**src/sv/fsd_pkg.sv**
```systemverilog
// Shared types, constants and the quantizer function for the error-diffusion dither.
`timescale 1ns / 1ps
`default_nettype none
package fsd_pkg;

    // Width of one diffused error term, in sixteenths, signed
    localparam int ERR_W  = 13;
    // Width of one line-buffer word: three colour channels
    localparam int WORD_W = 3 * ERR_W;

    // Configuration register indexes
    localparam logic REG_IMAGE_WIDTH = 1'b0;
    localparam logic REG_QUANT_BITS  = 1'b1;

    localparam logic [11:0] IMAGE_WIDTH_RESET = 12'd640;
    localparam logic [3:0]  QUANT_BITS_RESET  = 4'd1;

    typedef struct packed {
        logic [7:0] alpha;
        logic [7:0] blue;
        logic [7:0] green;
        logic [7:0] red;
    } pix_t;

    // Item as classified by the front part
    typedef struct packed {
        pix_t pix;
        logic frame_start;
        logic last;
    } item_t;

    // Map a corrected channel value to its quantization level
    function automatic logic [7:0] quantize(input logic [7:0] v, input logic [3:0] bits);
        logic [3:0] b;
        logic [7:0] vm1;
        logic [7:0] mask;
        logic [8:0] top;
        begin
            b = bits;
            if (b == 4'd0)
            begin
                b = 4'd1;
            end
            if (b > 4'd8)
            begin
                b = 4'd8;
            end
            vm1  = v - 8'd1;
            mask = 8'hFF << (4'd8 - b);
            top  = 9'd256 - (9'd256 >> b);
            if (v == 8'd0)
            begin
                quantize = 8'd0;
            end
            else if ({1'b0, vm1} >= top)
            begin
                quantize = 8'd255;
            end
            else
            begin
                quantize = vm1 & mask;
            end
        end
    endfunction

endpackage
`default_nettype wire

```
**src/sv/fsd_front.sv**
```systemverilog
// Front part: accepts pixels, tracks the column, classifies row ends and queues items.
`timescale 1ns / 1ps
`default_nettype none
module fsd_front #(
    parameter int MAX_WIDTH = 2048,
    localparam int CW = $clog2(MAX_WIDTH)
) (
    input  wire                    clk,
    input  wire                    rst_n,
    input  wire                    s_tvalid,
    output logic                   s_tready,
    input  wire [31:0]             s_tdata,
    input  wire                    s_tuser,
    input  wire [11:0]             image_width,
    output logic                   q_valid,
    output fsd_pkg::item_t         q_item,
    output logic [CW-1:0]          q_col,
    input  wire                    q_pop
);
    localparam logic [13:0] MW14 = 14'(MAX_WIDTH);

    logic [CW-1:0]   col_reg, col_next;
    fsd_pkg::item_t  ent_item_reg [2];
    logic [CW-1:0]   ent_col_reg  [2];
    logic            wr_ptr_reg, wr_ptr_next;
    logic            rd_ptr_reg, rd_ptr_next;
    logic [1:0]      count_reg, count_next;

    logic            push;
    logic [CW-1:0]   col;
    logic [13:0]     weff;
    logic            last;
    fsd_pkg::item_t  new_item;

    assign s_tready = (count_reg != 2'd2);
    assign push     = s_tvalid && s_tready;

    always_comb
    begin
        col  = s_tuser ? '0 : col_reg;
        weff = {2'b00, image_width};
        if (weff == 14'd0)
        begin
            weff = 14'd1;
        end
        if (weff > MW14)
        begin
            weff = MW14;
        end
        last = ((14'(col) + 14'd1) >= weff);
        new_item.pix         = s_tdata;
        new_item.frame_start = s_tuser;
        new_item.last        = last;
    end

    always_comb
    begin
        col_next    = col_reg;
        wr_ptr_next = wr_ptr_reg;
        rd_ptr_next = rd_ptr_reg;
        count_next  = count_reg;
        if (push)
        begin
            col_next    = last ? '0 : col + CW'(1);
            wr_ptr_next = ~wr_ptr_reg;
        end
        if (q_pop)
        begin
            rd_ptr_next = ~rd_ptr_reg;
        end
        if (push && !q_pop)
        begin
            count_next = count_reg + 2'd1;
        end
        else if (!push && q_pop)
        begin
            count_next = count_reg - 2'd1;
        end
    end

    always_ff @(posedge clk or negedge rst_n)
    begin
        if (!rst_n)
        begin
            col_reg    <= '0;
            wr_ptr_reg <= 1'b0;
            rd_ptr_reg <= 1'b0;
            count_reg  <= 2'd0;
        end
        else
        begin
            col_reg    <= col_next;
            wr_ptr_reg <= wr_ptr_next;
            rd_ptr_reg <= rd_ptr_next;
            count_reg  <= count_next;
        end
    end

    always_ff @(posedge clk)
    begin
        if (push)
        begin
            ent_item_reg[wr_ptr_reg] <= new_item;
            ent_col_reg[wr_ptr_reg]  <= col;
        end
    end

    assign q_valid = (count_reg != 2'd0);
    assign q_item  = ent_item_reg[rd_ptr_reg];
    assign q_col   = ent_col_reg[rd_ptr_reg];
endmodule
`default_nettype wire

```
**config.mk**
```make
export PLATFORM = sky130hd
export DESIGN_NAME = fsd_front
export DESIGN_NICKNAME = d
export VERILOG_FILES = /design/src/sv/fsd_pkg.sv /design/src/sv/fsd_front.sv
export SDC_FILE = /design/constraint.sdc
export NUM_CORES = 1
export LEC_CHECK = 0
export BUFFER_PORTS_ARGS = -buffer_cell sky130_fd_sc_hd__buf_2
export CORE_ASPECT_RATIO = 0.7
export CORE_MARGIN = 10
export CORE_UTILIZATION = 61
export CTS_BUF_LIST = sky130_fd_sc_hd__clkbuf_8
export DETAILED_ROUTE_END_ITERATION = 6
export HOLD_SLACK_MARGIN = 0.08
export PLACE_DENSITY = 0.95
export RECOVER_POWER = 50
export SYNTH_ARGS = -nofsm -noshare
export SYNTH_HDL_FRONTEND = slang
export SYNTH_SLANG_ARGS = --single-unit
```
**constraint.sdc**
```tcl
create_clock -name clk -period 8 [get_ports clk]
set_input_delay 0.4 -clock clk [delete_from_list [all_inputs] [get_ports clk]]
set_output_delay 0.4 -clock clk [all_outputs]
set_load 0.01 [all_outputs]
```
==> metrics <==
outcome complete, but fails checks; failing checks capacitance limit, slew limit; dpl ws 4480 ps; synth warn 0; Die Ht 91.6 um; Slew HR -0.340; commonest register cell after synthesis edfxtp_1; largest net degree at the start of global routing 47; drt wl/cell 18.5 um; WL met3 746 um; register bit total from synthesis 105; Slew @ Worst Pin 2010 ps; Starting Density 0.643; Crit Path Max Fanout 13; wl on met1 3780 um; CTS resizes 0; Setup TNS Final 0 ps; CTS tree yes; NumNets Final 455; Clk pin slew, worst setup/hold paths 100 ps; first-pass iteration count of the detailed router 5; FFs w/ async S/R, synth 0.143; fraction of layout cells with a size suffix above 1 0.340; Pwr per Cell Area 313 nW/um^2; post-synth cell types 35; reg2reg start col_reg[0]; grt ovf 0; worst path arrival time 3600 ps; fin crit share 0.423; Root Driver clkbuf_8; endpoints failing setup 0; final instance area 5230 um^2; CORE AREA 6940 um^2; die area 11,200 um^2; vias in the first global route 2,845; syn avg cell area 15.2 um^2; maximum VDD drop 0.181 mV; Worst Setup Slack, final 4620 ps; synthesis-to-layout area growth 17.0%; top post-synthesis cells by area edfxtp_1 61%, mux2_2 9.8%, dfrtp_1 8.4%, ha_1 3.9%, nand2_1 2.9%; vias per std cell 5.55; initial DRC count 214; Setup Fix Bufs, Post-CTS 0; CTS Buffer Depth 2; input/output buffers 95; Pleak 2.10 nW; # IOs 96; gr usage total 0.162; Post-DP Area 5040 um^2; uppermost layer routed met4; DIE WIDTH 122 um; final hold vios 0; post-DP HPWL 6530 um; initial antenna violation count 0; Synth Cell Area 4470 um^2; clock sink count 105; cts-stage hold buffer count 1; Slew Limit Fails 93; post-synthesis sequential area ratio 0.689; Layout Skew 7.87 ps; CP Class reg -> reg; Post-Syn Nets 356; H-tree levels 3; drc violations 0; vias 2,725; post-synthesis cell count 293; RSZ-0062 raised after global routing false; fill count 473; met2 WL 4470 um; Worst setup SP type register; Largest register FFs 68; num rows 25; fmax 296 MHz; Worst setup EP type register; Routability Congestion 0.889; min-delay worst type in -> reg; max-cap violation count 2; first-pass GRT wire length 14,400 um; Tmin final 3380 ps; Worst-Skew Late Latency 350 ps; commonest non-fill, non-tap cells in the layout 90 x edfxtp_1, 75 x buf_2, 39 x mux2_2, 34 x nand2_1, 20 x clkbuf_1; number of synthesized flops with an enable pin 90; Antenna Cells 0; antenna-violating nets left 0; Hold Startpoint s_tdata[14]; commonest non-fill, non-tap cell in the layout edfxtp_1; area share of the largest cell type after synthesis 0.605; Crit. Startpoint col_reg[0]; TritonCTS Buffers 9; routed wire length 9090 um; Synth area leader edfxtp_1; Worst EP required 8220 ps; PnR Total Power 0.00164 W
[logic make-up after synthesis]
group           Yosys count  share of synthesized area
simple gates             74                     0.0852
mux                      46                      0.116
xor+xnor                 11                     0.0216
buf+inv                  19                     0.0160
fa+ha+maj                14                     0.0392
compound gates           24                     0.0331
flops                   105                      0.689
[final timing paths]
path | to | slack, ps | cells after the start
setup / recovery | col_reg[7] | 4620 | 11
hold / removal | ent_item_reg[1][16] | 230 | 1
setup reg to reg | col_reg[7] | 4620 | 11
hold reg to reg | col_reg[9] | 500 | 2
max in group asynchronous | col_reg[2] | 6720 | 2
min in group asynchronous | col_reg[10] | 700 | 2
[per-stage QoR]
stage          std cells   util  hold slack, ps
2_1_floorplan        293      -             104
3_5_place_dp         474  0.726             338
5_1_grt              491  0.752             199
6_report             491  0.752             229
3_3_place_gp         474  0.726             331
4_1_cts              491  0.759             210
[worst max-delay path, cell delays in order, from the launching register on]
cell and delay [ps]:
dfrtp_1 440, nor2b_1 320, ha_1 310, nand4b_4 160, or4_1 510, xor2_1 220, inv_1 70, ha_1 300
nand4_1 110, o221ai_1 200, a21o_1 420, o21ai_1 170
[layout make-up]
class | count | area, um^2 | share of cell area
Clock buffer | 9 | 124 | 0.0237
Clock inverter | 7 | 90.1 | 0.0172
Inverter | 10 | 37.5 | 0.00718
Multi-Input combinational cell | 169 | 1310 | 0.251
Sequential cell | 105 | 3080 | 0.589
Tap cell | 94 | 118 | 0.0225
Timing Repair Buffer | 97 | 468 | 0.0896
[power by group]
part / leakage [nW] / total, W / internal, W / switching (W)
clock: 0.112 / 0.000337 / 0.000152 / 0.000185
sequential: 1.04 / 0.000826 / 0.000741 / 0.0000852
combinational: 0.949 / 0.000474 / 0.000224 / 0.000250
[cell usage after synthesis (all sizes together), types with 3 or more instances]
cell / n
nor4: 3
xnor2: 4
inv: 10
a21oi: 7
nor2: 10
edfxtp: 90
nand2: 34
o31ai: 4
xor2: 7
clkbuf: 9
mux2: 46
dfrtp: 15
nand3: 3
nand2b: 4
ha: 14
o21ai: 8
nor2b: 8
nand4: 3
[layer usage]
layer  GRT usage  up-vias
met2       0.273      109
met3      0.0513       11
met5           0        -
met1       0.199     1319
met4      0.0401        0
li1            -     1286
No activity file was read; power rests on OpenSTA's default activity.
